**config.mk**
```make
export PLATFORM = sky130hd
export DESIGN_NAME = i2c_master_bit_engine
export DESIGN_NICKNAME = d
export VERILOG_FILES = /design/src/hw/rtl/i2cm_pkg.sv /design/src/hw/rtl/i2c_master_bit_engine.sv /design/src/hw/rtl/i2cm_core.sv
export SDC_FILE = /design/constraint.sdc
export NUM_CORES = 1
export LEC_CHECK = 0
export BUFFER_PORTS_ARGS = -buffer_cell sky130_fd_sc_hd__buf_2
export CORE_ASPECT_RATIO = 1.25
export CORE_MARGIN = 4
export CORE_UTILIZATION = 54
export DETAILED_ROUTE_END_ITERATION = 6
export HOLD_SLACK_MARGIN = 0.02
export PLACE_DENSITY_LB_ADDON = 0.15
export SETUP_SLACK_MARGIN = 0.02
export SKIP_LAST_GASP = 1
export SLEW_MARGIN = 20
export SYNTH_ARGS = -nofsm -noshare
export SYNTH_HDL_FRONTEND = slang
export SYNTH_SLANG_ARGS = --single-unit
```
**constraint.sdc**
```tcl
create_clock -name clk -period 2.1 [get_ports clk]
set_input_delay 0.315 -clock clk [delete_from_list [all_inputs] [get_ports clk]]
set_output_delay 0.315 -clock clk [all_outputs]
set_load 0.02 [all_outputs]
```
**src/hw/rtl/i2cm_pkg.sv**
```systemverilog
// Package for the I2C master bit engine: payload structs, phase encoding,
// configuration register indexes and reset values. No dependencies.
package i2cm_pkg;

	localparam int HalfWidth    = 8;
	localparam int HoldWidth    = 8;
	localparam int TimeoutWidth = 10;
	localparam int CfgIdxWidth  = 2;
	localparam int CfgDataWidth = 10;

	localparam logic [HalfWidth-1:0]    HalfReset    = 8'd4;
	localparam logic [HoldWidth-1:0]    HoldReset    = 8'd12;
	localparam logic [TimeoutWidth-1:0] TimeoutReset = 10'd250;
	localparam logic [3:0]              BitsPerByte  = 4'd8;

	typedef enum logic [CfgIdxWidth-1:0] {
		CFG_HALF_PERIOD = 2'd0,
		CFG_START_HOLD  = 2'd1,
		CFG_ACK_TIMEOUT = 2'd2
	} cfg_idx_t;

	typedef enum logic [2:0] {
		OP_NONE  = 3'd0,
		OP_START = 3'd1,
		OP_STOP  = 3'd2,
		OP_SEND  = 3'd3,
		OP_WACK  = 3'd4,
		OP_READ  = 3'd5
	} op_t;

	typedef enum logic [3:0] {
		PH_IDLE      = 4'd0,
		PH_START_A   = 4'd1,
		PH_START_B   = 4'd2,
		PH_STOP_LO   = 4'd3,
		PH_STOP_HI   = 4'd4,
		PH_STOP_END  = 4'd5,
		PH_SEND_LO   = 4'd6,
		PH_SEND_HI   = 4'd7,
		PH_READ_LO   = 4'd8,
		PH_READ_HI   = 4'd9,
		PH_RACK_LO   = 4'd10,
		PH_RACK_HI   = 4'd11,
		PH_WACK_LO   = 4'd12,
		PH_WACK_HI   = 4'd13,
		PH_WACK_POLL = 4'd14
	} phase_t;

	typedef struct packed {
		logic       cmd_valid;
		logic [2:0] op;
		logic [7:0] tx_byte;
		logic       send_ack;
		logic       sda_in;
	} in_item_t;

	typedef struct packed {
		logic       scl_level;
		logic       sda_level;
		logic       sda_drive;
		logic       busy_res;
		logic       done_res;
		logic [7:0] rx_byte;
		logic       ack_failed;
	} out_item_t;

	typedef struct packed {
		logic [HalfWidth-1:0]    half_period_ticks;
		logic [HoldWidth-1:0]    start_hold_ticks;
		logic [TimeoutWidth-1:0] ack_timeout_ticks;
	} cfg_t;

	typedef struct packed {
		logic scl;
		logic drv;
		logic sda;
	} line_t;

	// A released SDA line always reads back as high.
	function automatic line_t mk_line(logic scl, logic drv, logic sda);
		line_t l;
		l.scl = scl;
		l.drv = drv;
		l.sda = drv ? sda : 1'b1;
		return l;
	endfunction

endpackage

```
**src/hw/rtl/i2c_master_bit_engine.sv**
```systemverilog
// Top level of the I2C master bit engine: configuration registers, input
// handshake and result register. Depends on i2cm_pkg and i2cm_core.
//
// Each input beat is one timing tick carrying an optional command and the
// sampled SDA level; each accepted tick yields exactly one result beat with
// the SCL/SDA line state, busy, done, the last received byte and the
// acknowledge-failure flag. A beat is taken when valid is high and stall is
// low on its channel.
// A tick's result appears on the output in the cycle after it is accepted.
// One tick is accepted per cycle when not stalled; the sequencer state
// register and the result register are the only storage in the path.
// When the receiver stalls a pending result, the input is stalled in the
// same cycle and the held result stays unchanged until it is taken.
// The configuration channel is always ready; writes to an index beyond the
// three registers are dropped. Reset clears the sequencer to idle with SCL
// high and SDA driven high, and loads the default tick counts.
module i2c_master_bit_engine (
	input  logic                            clk,
	input  logic                            arst_n,
	input  logic                            in_valid,
	output logic                            in_stall,
	input  i2cm_pkg::in_item_t              in_data,
	output logic                            out_valid,
	input  logic                            out_stall,
	output i2cm_pkg::out_item_t             out_data,
	input  logic                            cfg_valid,
	output logic                            cfg_ready,
	input  logic [i2cm_pkg::CfgIdxWidth-1:0]  cfg_index,
	input  logic [i2cm_pkg::CfgDataWidth-1:0] cfg_data
);
	import i2cm_pkg::*;

	cfg_t      cfg_q;
	out_item_t res;
	out_item_t out_data_q;
	logic      out_valid_q;
	logic      accept;

	assign cfg_ready = 1'b1;
	assign in_stall  = out_valid_q & out_stall;
	assign accept    = in_valid & ~in_stall;

	always_ff @(posedge clk or negedge arst_n) begin
		if (!arst_n) begin
			cfg_q.half_period_ticks <= HalfReset;
			cfg_q.start_hold_ticks  <= HoldReset;
			cfg_q.ack_timeout_ticks <= TimeoutReset;
		end else if (cfg_valid && cfg_ready) begin
			unique case (cfg_index)
				CFG_HALF_PERIOD: cfg_q.half_period_ticks <= cfg_data[HalfWidth-1:0];
				CFG_START_HOLD:  cfg_q.start_hold_ticks  <= cfg_data[HoldWidth-1:0];
				CFG_ACK_TIMEOUT: cfg_q.ack_timeout_ticks <= cfg_data[TimeoutWidth-1:0];
				default: begin
				end
			endcase
		end
	end

	i2cm_core u_core (
		.clk    (clk),
		.arst_n (arst_n),
		.step   (accept),
		.item   (in_data),
		.cfg    (cfg_q),
		.res    (res)
	);

	always_ff @(posedge clk or negedge arst_n) begin
		if (!arst_n) begin
			out_valid_q <= 1'b0;
		end else if (accept) begin
			out_valid_q <= 1'b1;
		end else if (!out_stall) begin
			out_valid_q <= 1'b0;
		end
	end

	always_ff @(posedge clk) begin
		if (accept) begin
			out_data_q <= res;
		end
	end

	assign out_valid = out_valid_q;
	assign out_data  = out_data_q;

endmodule

```
**src/hw/rtl/i2cm_core.sv**
```systemverilog
// Bit sequencer of the I2C master: phase, counters and line state, advanced
// once per accepted tick. Depends on i2cm_pkg.
module i2cm_core (
	input  logic                clk,
	input  logic                arst_n,
	input  logic                step,
	input  i2cm_pkg::in_item_t  item,
	input  i2cm_pkg::cfg_t      cfg,
	output i2cm_pkg::out_item_t res
);
	import i2cm_pkg::*;

	phase_t      phase_q, n_phase;
	logic [3:0]  bit_index_q, n_bit_index;
	logic [7:0]  shift_q, n_shift;
	logic [7:0]  delay_q, n_delay;
	logic [TimeoutWidth-1:0] timeout_q, n_timeout;
	logic        ack_choice_q, n_ack_choice;
	line_t       line_q, n_line;
	logic [7:0]  rx_q, n_rx;
	logic        failed_q, n_failed;
	logic        saf_q, n_saf;
	logic        done;
	logic [3:0]  bit_inc;
	logic [7:0]  shift_sh;

	always_ff @(posedge clk or negedge arst_n) begin
		if (!arst_n) begin
			phase_q      <= PH_IDLE;
			bit_index_q  <= '0;
			shift_q      <= '0;
			delay_q      <= '0;
			timeout_q    <= '0;
			ack_choice_q <= 1'b0;
			line_q       <= '{scl: 1'b1, drv: 1'b1, sda: 1'b1};
			rx_q         <= '0;
			failed_q     <= 1'b0;
			saf_q        <= 1'b0;
		end else if (step) begin
			phase_q      <= n_phase;
			bit_index_q  <= n_bit_index;
			shift_q      <= n_shift;
			delay_q      <= n_delay;
			timeout_q    <= n_timeout;
			ack_choice_q <= n_ack_choice;
			line_q       <= n_line;
			rx_q         <= n_rx;
			failed_q     <= n_failed;
			saf_q        <= n_saf;
		end
	end

	assign bit_inc  = bit_index_q + 4'd1;
	assign shift_sh = {shift_q[6:0], 1'b0};

	always_comb begin
		n_phase      = phase_q;
		n_bit_index  = bit_index_q;
		n_shift      = shift_q;
		n_delay      = delay_q;
		n_timeout    = timeout_q;
		n_ack_choice = ack_choice_q;
		n_line       = line_q;
		n_rx         = rx_q;
		n_failed     = failed_q;
		n_saf        = saf_q;
		done         = 1'b0;

		if (phase_q == PH_IDLE) begin
			if (item.cmd_valid && item.op >= OP_START && item.op <= OP_READ) begin
				n_failed    = 1'b0;
				n_saf       = 1'b0;
				n_bit_index = '0;
				unique case (item.op)
					OP_START: begin
						n_phase = PH_START_A;
						n_delay = cfg.start_hold_ticks;
						n_line  = mk_line(1'b1, 1'b1, 1'b1);
					end
					OP_STOP: begin
						n_phase = PH_STOP_LO;
						n_delay = cfg.half_period_ticks;
						n_line  = mk_line(1'b0, 1'b1, 1'b0);
					end
					OP_SEND: begin
						n_shift = item.tx_byte;
						n_phase = PH_SEND_LO;
						n_delay = cfg.half_period_ticks;
						n_line  = mk_line(1'b0, 1'b1, item.tx_byte[7]);
					end
					OP_WACK: begin
						n_phase = PH_WACK_LO;
						n_delay = cfg.half_period_ticks;
						n_line  = mk_line(1'b0, 1'b0, 1'b1);
					end
					default: begin
						n_ack_choice = item.send_ack;
						n_shift      = '0;
						n_phase      = PH_READ_LO;
						n_delay      = cfg.half_period_ticks;
						n_line       = mk_line(1'b0, 1'b0, 1'b1);
					end
				endcase
			end
		end else if (phase_q == PH_WACK_POLL) begin
			if (!item.sda_in) begin
				n_timeout  = '0;
				n_phase    = PH_IDLE;
				n_delay    = '0;
				n_line.scl = 1'b0;
				done       = 1'b1;
			end else if (timeout_q >= cfg.ack_timeout_ticks) begin
				n_timeout = '0;
				n_saf     = 1'b1;
				n_phase   = PH_STOP_LO;
				n_delay   = cfg.half_period_ticks;
				n_line    = mk_line(1'b0, 1'b1, 1'b0);
			end else begin
				n_timeout = timeout_q + TimeoutWidth'(1);
			end
		end else if (delay_q > 8'd1) begin
			n_delay = delay_q - 8'd1;
		end else if (phase_q == PH_READ_LO) begin
			n_phase = PH_READ_HI;
			n_delay = cfg.half_period_ticks;
			n_line  = mk_line(1'b1, 1'b0, 1'b1);
			n_shift = {shift_q[6:0], item.sda_in};
		end else begin
			unique case (phase_q)
				PH_START_A: begin
					n_phase = PH_START_B;
					n_delay = cfg.start_hold_ticks;
					n_line  = mk_line(1'b1, 1'b1, 1'b0);
				end
				PH_STOP_LO: begin
					n_phase = PH_STOP_HI;
					n_delay = cfg.start_hold_ticks;
					n_line  = mk_line(1'b1, 1'b1, 1'b0);
				end
				PH_STOP_HI: begin
					n_phase = PH_STOP_END;
					n_delay = cfg.start_hold_ticks;
					n_line  = mk_line(1'b1, 1'b1, 1'b1);
				end
				PH_STOP_END: begin
					if (saf_q) begin
						n_failed = 1'b1;
					end
					n_saf      = 1'b0;
					n_phase    = PH_IDLE;
					n_delay    = '0;
					n_line.scl = 1'b1;
					done       = 1'b1;
				end
				PH_SEND_LO: begin
					n_phase = PH_SEND_HI;
					n_delay = cfg.half_period_ticks;
					n_line  = mk_line(1'b1, 1'b1, line_q.sda);
				end
				PH_SEND_HI: begin
					n_bit_index = bit_inc;
					if (bit_inc >= BitsPerByte) begin
						n_phase    = PH_IDLE;
						n_delay    = '0;
						n_line.scl = 1'b0;
						done       = 1'b1;
					end else begin
						n_shift = shift_sh;
						n_phase = PH_SEND_LO;
						n_delay = cfg.half_period_ticks;
						n_line  = mk_line(1'b0, 1'b1, shift_sh[7]);
					end
				end
				PH_READ_HI: begin
					n_bit_index = bit_inc;
					n_delay     = cfg.half_period_ticks;
					if (bit_inc >= BitsPerByte) begin
						n_rx    = shift_q;
						n_phase = PH_RACK_LO;
						n_line  = mk_line(1'b0, 1'b1, ~ack_choice_q);
					end else begin
						n_phase = PH_READ_LO;
						n_line  = mk_line(1'b0, 1'b0, 1'b1);
					end
				end
				PH_RACK_LO: begin
					n_phase = PH_RACK_HI;
					n_delay = cfg.half_period_ticks;
					n_line  = mk_line(1'b1, 1'b1, line_q.sda);
				end
				PH_START_B, PH_RACK_HI: begin
					n_phase    = PH_IDLE;
					n_delay    = '0;
					n_line.scl = 1'b0;
					done       = 1'b1;
				end
				PH_WACK_LO: begin
					n_phase = PH_WACK_HI;
					n_delay = cfg.half_period_ticks;
					n_line  = mk_line(1'b1, 1'b0, 1'b1);
				end
				PH_WACK_HI: begin
					n_phase   = PH_WACK_POLL;
					n_delay   = '0;
					n_line    = mk_line(1'b1, 1'b0, 1'b1);
					n_timeout = '0;
				end
				default: begin
					n_phase = PH_IDLE;
					n_delay = '0;
				end
			endcase
		end
	end

	always_comb begin
		res.scl_level  = n_line.scl;
		res.sda_level  = n_line.sda;
		res.sda_drive  = n_line.drv;
		res.busy_res   = (n_phase != PH_IDLE);
		res.done_res   = done;
		res.rx_byte    = n_rx;
		res.ack_failed = n_failed;
	end

endmodule

```
== Yosys cells after proc, flatten, opt, wreduce, memory -nomap -nowiden ==
Cells that the tools add are included.
Cells by class
  add/subtract/negate cells: 3
  $mul: 0
  div/mod/pow operators: 0
  magnitude comparators: 5
  eq/ne operators: 34
  shift operators: 0
  mux-type cells: 83
  bitwise gates (word level): 6
  reductions and logical operators: 29
Operators by type and width (count)
  $mux 8: 22
  $mux 10: 6
  $mux 4: 13
  $pmux 4 s9: 1
  $eq 4x4->1 const B: 7
  $pmux 8 s3: 1
  $mux 1: 23
  $mux 3: 7
  $eq 4x3->1 const B: 4
  $pmux 4 s4: 1
  $pmux 8 s2: 1
  $reduce_and 7->1: 2
  $ne 2x1->1 const B: 6
  $pmux 2 s6: 1
  $reduce_or 3->1: 4
  $add 10x1->10 const B: 1
  $ge 10x10->1: 1
  $ne 3x1->1 const B: 3
  $pmux 3 s3: 1
  $eq 4x2->1 const B: 2
  $gt 8x1->1 const B: 1
  $mux 2: 4
  $reduce_or 2->1: 4
  $reduce_or 4->1: 2
  30 further kinds: 42
Word-level totals
  register bits after elaboration: 89
  bits in latches: 0
  RAM bits: 0
  ROM bits: 0
  logic and storage cells: 183
  memories kept: 0

== Logic depth before layout (Yosys ltp) ==
Gate-level depths: netlist of the first run.
  depth after elaboration: 9
  mapped depth: 11
  mapped depth without buffers: 8

== Hierarchy ==
From an unflattened synthesis of the first run, not the netlist that was laid out.
Unflattened totals
  cell total of the unflattened synthesis: 551
  area total of the unflattened synthesis: 5407.7 um2
Modules (own cells, without submodules)
  i2cm_core: times used 1, cells an instance 475, area each 3932.5 um2, sequential area each 1204.9 um2
  i2c_master_bit_engine: times used 1, cells an instance 76, area each 1475.2 um2, sequential area each 1107.3 um2

== Worst setup path before layout of the first run ==
No wires, ideal clock.
  kind: flip-flop to flip-flop
  start point: register u_core.delay_q[0]
  end point: register u_core.rx_q[0]
  arrival: 2106 ps
  required time: 1975 ps
  slack: -130 ps
  cell stages (with the launch flop): 10
  clock period less this slack: 2230 ps
  path through: dfrtp_1 inv_1 ha_1 or2_2 clkbuf_1 and3_1 buf_2 nand4_4 nor2_4 mux2_2
On the way
  word-level cells in the longest chain between the ends: 4
RTL lines
  start: declaration: line i2cm_core.sv:16  | logic [7:0] delay_q, n_delay;
  start signal: assignment: line i2cm_core.sv:43  | delay_q <= n_delay;
  $gt 8x1->1: line i2cm_core.sv:121  | end else if (delay_q > 8'd1) begin
  $mux 8: line i2cm_core.sv:121
  $mux 8: line i2cm_core.sv:105  | end else if (phase_q == PH_WACK_POLL) begin
  $mux 8: line i2cm_core.sv:69  | if (phase_q == PH_IDLE) begin
  end signal: assignment: line i2cm_core.sv:47  | rx_q <= n_rx;
  end: declaration: line i2cm_core.sv:20  | logic [7:0] rx_q, n_rx;
No other way between the ends.
A chain may end at the register's enable or synchronous reset.

== Worst setup path after layout of the first run ==
  start point: register u_core.phase_q[0]
  end point: register u_core.timeout_q[6]
On the way
  word-level cells in the longest chain between the ends: 3
  elaborated cells on any way between the ends: 10
RTL lines
  start: declaration: line i2cm_core.sv:13  | phase_t phase_q, n_phase;
  start signal: assignment: line i2cm_core.sv:40  | phase_q <= n_phase;
  $eq 4x4->1 (tied with other cells): line i2cm_core.sv:105
  $ne 2x1->1 (no source line) (tied with other cells)
  $reduce_and 5->1 (no source line)
  end signal: assignment: line i2cm_core.sv:44  | timeout_q <= n_timeout;
  end: declaration: line i2cm_core.sv:17  | logic [TimeoutWidth-1:0] timeout_q, n_timeout;
Parallel ways exist; a longest one is shown, timed or not.

==> results of run 1 <==
worst max-delay path by stage:
| stage | startpoint | endpoint | slack, ps |
|---|---|---|---|
| 2_1_floorplan | u_core.delay_q[0] | u_core.rx_q[0] | -8 |
| 3_3_place_gp | cfg_q[1] | u_core.timeout_q[8] | -90 |
| 3_5_place_dp | cfg_q[1] | u_core.timeout_q[8] | -190 |
| 4_1_cts | cfg_q[1] | u_core.timeout_q[4] | -60 |
| 5_1_grt | u_core.timeout_q[0] | u_core.timeout_q[6] | -210 |
| 6_report | u_core.phase_q[0] | u_core.timeout_q[6] | -130 |
worst max-delay path, delay by kind of cell, from the launching register on:
family / cells / cell delay (ps)
AOI/OAI and AO/OA: 3 / 320
and+or+nand+nor: 3 / 890
DFF: 1 / 450
buffers and inverters: 3 / 470
flip-flops by register name, indices dropped and copies added, names as in the netlist:
register / count
u_core.ack_choice_q: 1
u_core.timeout_q: 10
out_data: 14
u_core.saf_q: 1
u_core.shift_q: 8
u_core.delay_q: 8
out_valid: 1
u_core.line_q: 3
cfg_q: 26
u_core.bit_index_q: 4
u_core.failed_q: 1
u_core.rx_q: 8
u_core.phase_q: 4
logic make-up (layout without fill, tap and decap cells):
family	Yosys count	after routing	share of synthesized area [%]
compound gates	145	146	19.6
fa+ha+maj	14	14	3.34
buf+inv	47	197	4.08
xor+xnor	6	6	1.00
simple gates	163	163	16.7
other cells	1	1	0.0715
flops	89	89	44.1
mux	52	52	11.1
cell type report:
| type | count | area (um2) | area share [%] |
|---|---|---|---|
| clock buffers | 10 | 250 | 3.47 |
| flip-flops and latches | 89 | 2320 | 32.1 |
| well taps | 123 | 154 | 2.13 |
| inverters | 20 | 75.1 | 1.04 |
| multi-input cells | 382 | 3170 | 44.0 |
| repair buffers | 161 | 1170 | 16.2 |
| clock inverters | 6 | 78.8 | 1.09 |
layer usage:
layer	GRT usage (%)	vias up	wire, um
met5	0	-	0
met3	3.62	53	747
li1	-	2257	-
met2	44.8	165	8250
met4	14.2	0	801
met1	32.2	2415	6150
report_power, final:
group	leakage (nW)	switching (mW)	total, mW	internal (mW)
clock network	0.163	0.776	1.80	1.02
registers	1.04	0.201	2.20	1.99
logic	1.94	1.14	2.24	1.10
total	3.14	2.12	6.23	4.11
synthesized netlist by cell type, drive strengths merged (14+ instances only):
cell	instances	share of area, %
nor2b	14	1.7
buf	16	1.8
nand2	46	3.4
ha	14	3.3
nand3	19	1.8
edfxtp	14	8.0
mux2	51	11
a31oi	20	2.4
a21oi	23	2.2
dfrtp	63	30
nor2	28	2.2
o21ai	25	2.5
inv	20	1.4
through the flow:
stage / cell area [um2] / util, %
final: 7220 / 77.4
after global routing: 7220 / 77.4
after CTS: 6880 / 73.8
after detailed placement: 6290 / 67.5
after global placement: 6290 / 67.5
after floorplan: 5350 / -
timing repair:
item,in CTS,in global routing
setup buffers,9,9
gates cloned,1,1
setup endpoints to repair,51,44
endpoints found under the hold margin,28,0
pin swaps,22,28
hold buffers,1,0
gates resized for setup,38,53
==> impl_metrics.tcl, run 1 <==
set metrics [dict create \
    synth-edff-count 14 \
    failed_checks "negative setup slack" \
    hold_class "input pin to flip-flop" \
    first_global_vias 4831 \
    critical_path.endpoint_type "flip-flop" \
    grtUsageTotal_pct 26.6 \
    clock_sink_count 89 \
    aggregate_routed_wire_length_um 15900 \
    place_ws_ps -193 \
    post_route_cells_drive_above_1_share_pct 47.3 \
    diodes_inserted 0 \
    clock-skew-final_ps 8.73 \
    worst_setup_hold_path_clk_slew_ps 70 \
    pin_count 48 \
    ys_dominant_reg_cell "dfrtp_1" \
    drt-wirelength-per-cell_um 20.2 \
    grt-ovfl-total 0 \
    cts-root-to-sink-buffers 2 \
    commonest_non_fill_non_tap_cell_in_the_layout "buf_4" \
    hpwlAfterDp_um 11000 \
    cap_viol_max_count 0 \
    critPathKind "flip-flop to flip-flop" \
    vdd_drop_max_mv 0.678 \
    r2r-end "u_core.timeout_q[6]" \
    cell_by_cell_trace_of_the_critical_path "buf_4, and4b_1, nand2_1, or2_2, o31ai_4, buf_6, buf_8, a31oi_1, o31ai_2" \
    initialDrtViolationCount 411 \
    nets 708 \
    syn2layout_area_growth_pct 37.6 \
    critPathSlowestCell "dfrtp_2" \
    hold-worst-slack_ps 170 \
    worstHoldEndpoint "out_valid" \
    synth_sequential_area_ratio_pct 44.1 \
    vias 4890 \
    fill_cells 589 \
    p_leak_nw 3.14 \
    report.final.slew_viol_count 0 \
    floorplan.die.height_um 118 \
    crit_path_max_fanout 9 \
    min_from "in_valid" \
    outcome "finished with violations" \
    grt_max_degree 39 \
    cp_data_required_time_ps 2360 \
    cts.htree.levels 3 \
    die_area_mm2 0.0114 \
    start_util_pct 56.3 \
    die_w_um 96.2 \
    io_buffer_count 46 \
    cts_tree "yes" \
    cts.root.buffer_cell "clkbuf_16" \
    placed_cells 754 \
    power_density_cells_mw_per_mm2 863 \
    timing.reg2reg.worst_path_depth 9 \
    post_synth_inst_count 517 \
    asyncSetResetFlopFracSynth_pct 84.3 \
    route.antenna.remaining_nets 0 \
    grt_antenna_before_repair 0 \
    setup-violations-final 24 \
    finalHoldViolations 0 \
    finalWeightedCongestion 1.01 \
    timing.fmax_ghz 0.449 \
    post-route-period-util_pct 106 \
    rrSetupSlack_ps -130 \
    clock_insertion_delay_worst_skew_ps 350 \
    yosysWarningCount 0 \
    holdPathStages 2 \
    post_drt_via_cell_ratio 6.18 \
    r2r_start "u_core.phase_q[0]" \
    number_of_non_filler_instances_in_the_completed_layout 791 \
    count_of_state_elements_after_synthesis 89 \
    timing_worst_slew_pin_value_ps 567 \
    final.setup.worst_slack_ps -128 \
    relSlewSlack_pct 62.1 \
    synth_area_mm2 0.00525 \
    drc_violations_left 0 \
    tritoncts.num_buffers 9 \
    finalPower_mw 6.23 \
    final_cell_mix "102 x buf_4, 59 x dfrtp_1, 45 x buf_2, 42 x nand2_1, 39 x mux2_2" \
    grt_pass1_wl_um 23500 \
    syn-mean-instance-area_um2 10.1 \
    cpPeakStageDelay_ps 450 \
    crit_arrival_ps 2490 \
    placeableCoreArea_mm2 0.00932 \
    grt_setup_unrepaired "yes" \
    synth_fp_nets 562 \
    drt_first_pass_iters 5 \
    fin_tns_setup_ps -1240 \
    row_count 39 \
    cp_startpoint_kind "flip-flop" \
    yosysUniqueCellTypes 76 \
    finalWorstPathRequiredPeriod_ps 2230 \
]
(Power assumes the default switching activity.)
==> inputs of run 2 (changes only) <==
Settings changed: BUFFER_PORTS_ARGS -buffer_cell sky130_fd_sc_hd__buf_2 to -buffer_cell sky130_fd_sc_hd__buf_4.
==> impl_metrics.tcl, run 2 (synthesis gave the netlist of run 1 again) <==
set metrics [dict create \
    outcome "finished with violations" \
    failed_checks "negative setup slack" \
    finish.instance_area_mm2 0.00741 \
    cts-root-to-sink-buffers 2 \
    initialDrtViolationCount 480 \
    tritoncts.num_buffers 9 \
    pin_count 48 \
    power_switching_mw 2.20 \
    cts.htree.levels 3 \
    finalWorstPathRequiredPeriod_ps 2160 \
    aggregate_routed_wire_length_um 16900 \
    hpwlAfterDp_um 10600 \
    worst_setup_hold_path_clk_slew_ps 70 \
    timing.reg2reg.worst_path_depth 10 \
    power_density_cells_mw_per_mm2 881 \
    p_leak_nw 3.18 \
    grt_antenna_before_repair 0 \
    crit_path_max_fanout 8 \
    placed_cells 741 \
    cts.root.buffer_cell "clkbuf_16" \
    r2r-end "u_core.timeout_q[4]" \
    grtUsageTotal_pct 28.7 \
    io_buffer_count 46 \
    drc_violations_left 0 \
    vdd_drop_max_mv 0.724 \
    r2r_start "cfg_q[4]" \
    clock-skew-final_ps 6.38 \
    final_cell_mix "131 x buf_4, 59 x dfrtp_1, 42 x nand2_1, 38 x mux2_2, 22 x nor2_1" \
    nets 695 \
    post_drt_via_cell_ratio 6.51 \
    critPathKind "flip-flop to flip-flop" \
    clock_power_share_pct 30.5 \
    final.setup.worst_slack_ps -61.8 \
    first_global_vias 4989 \
    cap_viol_max_count 0 \
    floorplan.die.height_um 118 \
    post-route-period-util_pct 103 \
    power_frac_seq_pct 34.2 \
    power.combinational.fraction_pct 35.3 \
    clock_sink_count 89 \
    setup-violations-final 12 \
    hold_class "input pin to flip-flop" \
    largest_reg_flops 26 \
    clock_insertion_delay_worst_skew_ps 350 \
    drt-wirelength-per-cell_um 21.7 \
    drt_first_pass_iters 5 \
    finalHoldViolations 0 \
    number_of_non_filler_instances_in_the_completed_layout 778 \
    critPathSlowestCell "dfstp_2" \
    syn2layout_area_growth_pct 41.2 \
    row_count 39 \
    grt_max_degree 39 \
    rrSetupSlack_ps -60 \
    timing_worst_slew_pin_value_ps 521 \
    vias 5065 \
    critical_path.endpoint_type "flip-flop" \
    report.final.slew_viol_count 0 \
    registers.top_by_ff_count "cfg_q" \
    sw_frac_of_total_pct 33.6 \
    timing.fmax_ghz 0.463 \
    cell_area_reported_after_detailed_placement_mm2 0.00632 \
    crit_arrival_ps 2430 \
    worst_setup_path_startpoint "cfg_q[4]" \
    cts_tree "yes" \
    die_w_um 96.2 \
    grt_setup_unrepaired "yes" \
    finalWeightedCongestion 0.997 \
    grt_pass1_wl_um 25200 \
    die_area_mm2 0.0114 \
    cp_data_required_time_ps 2370 \
    route.antenna.remaining_nets 0 \
    cp_startpoint_kind "flip-flop" \
    worst_setup_path_endpoint "u_core.timeout_q[4]" \
    commonest_non_fill_non_tap_cell_in_the_layout "buf_4" \
    crit_path_frequent_cell "o31ai_2" \
    relSlewSlack_pct 65.3 \
    cpPeakStageDelay_ps 540 \
    p_int_mw 4.33 \
    placeableCoreArea_mm2 0.00932 \
    start_util_pct 56.3 \
    cell_by_cell_trace_of_the_critical_path "inv_2, ha_4, o21a_1, o211ai_1, a31oi_4, o31ai_2, buf_6, buf_12, a31oi_1, o31ai_2" \
    diodes_inserted 0 \
    post_route_cells_drive_above_1_share_pct 47.8 \
    grt-ovfl-total 0 \
]
## run 2: cell count changes in the layout (fill, tap and decap cells not counted), moves of 2 or more
cell	delta
buf_2	-45
buf_4	+29
nor3_2	-4
nor3_4	+3
a21oi_1	-2
buf_12	+2
bufinv_16	+2
nand3_4	+2
nor2b_2	+2
o21ai_0	-2
## run 2: how the worst min path moves through the flow
stage / depth (start not counted) / to / startpoint / slack, ps
finish: 2 / out_valid / in_valid / 170
global route: 2 / out_valid / in_valid / 180
CTS: 2 / out_valid / in_valid / 170
detailed placement: 1 / u_core.bit_index_q[2] / arst_n / 320
global placement: 1 / u_core.bit_index_q[2] / arst_n / 320
floorplan: 0 / cfg_q[0] / arst_n / 20
## run 2: repair_timing
item / in CTS / in global routing
buffers inserted: 2 / 18
pin swaps: 21 / 33
endpoints found under the hold margin: 28 / 0
endpoints found under the setup margin: 44 / 47
hold buffers: 1 / 0
cloned: 1 / 1
resized for setup: 43 / 76
## run 2: metal layers
metal	wire length (um)	up-vias	global-route usage (%)	share of wire, %
met2	8560	284	47.7	51
met3	1160	89	3.94	6.9
met5	0	-	0	0
li1	-	2233	-	-
met1	6080	2459	34.7	36
met4	1060	0	16.5	6.3
## run 2: power groups by stage
| stage | Sequential, mW | Clock, mW | Combinational [mW] |
|---|---|---|---|
| after floorplan | 2.19 | 0 | 1.13 |
| after global placement | 2.19 | 0 | 1.86 |
| after detailed placement | 2.20 | 0 | 1.88 |
| after CTS | 2.20 | 1.99 | 1.97 |
| after global routing | 2.26 | 2.06 | 2.46 |
| final | 2.23 | 1.99 | 2.30 |
## run 2: per-stage QoR
step	setup WS [ps]	hold slack (ps)	setup TNS (ps)	utilization, %	power [mW]
after floorplan	-8.13	19.4	-86.7	-	3.32
after global placement	-148	315	-1180	67.8	4.06
after detailed placement	-206	319	-2230	67.8	4.09
after CTS	-64.9	169	-473	74.2	6.16
after global routing	-135	176	-2120	79.5	6.77
final	-61.8	171	-490	79.5	6.52
## run 2: final cells by class
type	count	area, um2
Clock buffer	10	250
Fill cell	575	1910
Inverter	20	75.1
Tap cell	123	154
Multi-Input combinational cell	382	3280
Timing Repair Buffer	148	1210
Clock inverter	6	118
Sequential cell	89	2320
## run 2: worst max-delay path: cells and delay by family, from the launching register on
| kind | cells | cell delay, ps |
|---|---|---|
| fa+ha+maj | 1 | 220 |
| buf+inv | 3 | 410 |
| compound gates | 6 | 910 |
| flops | 1 | 540 |
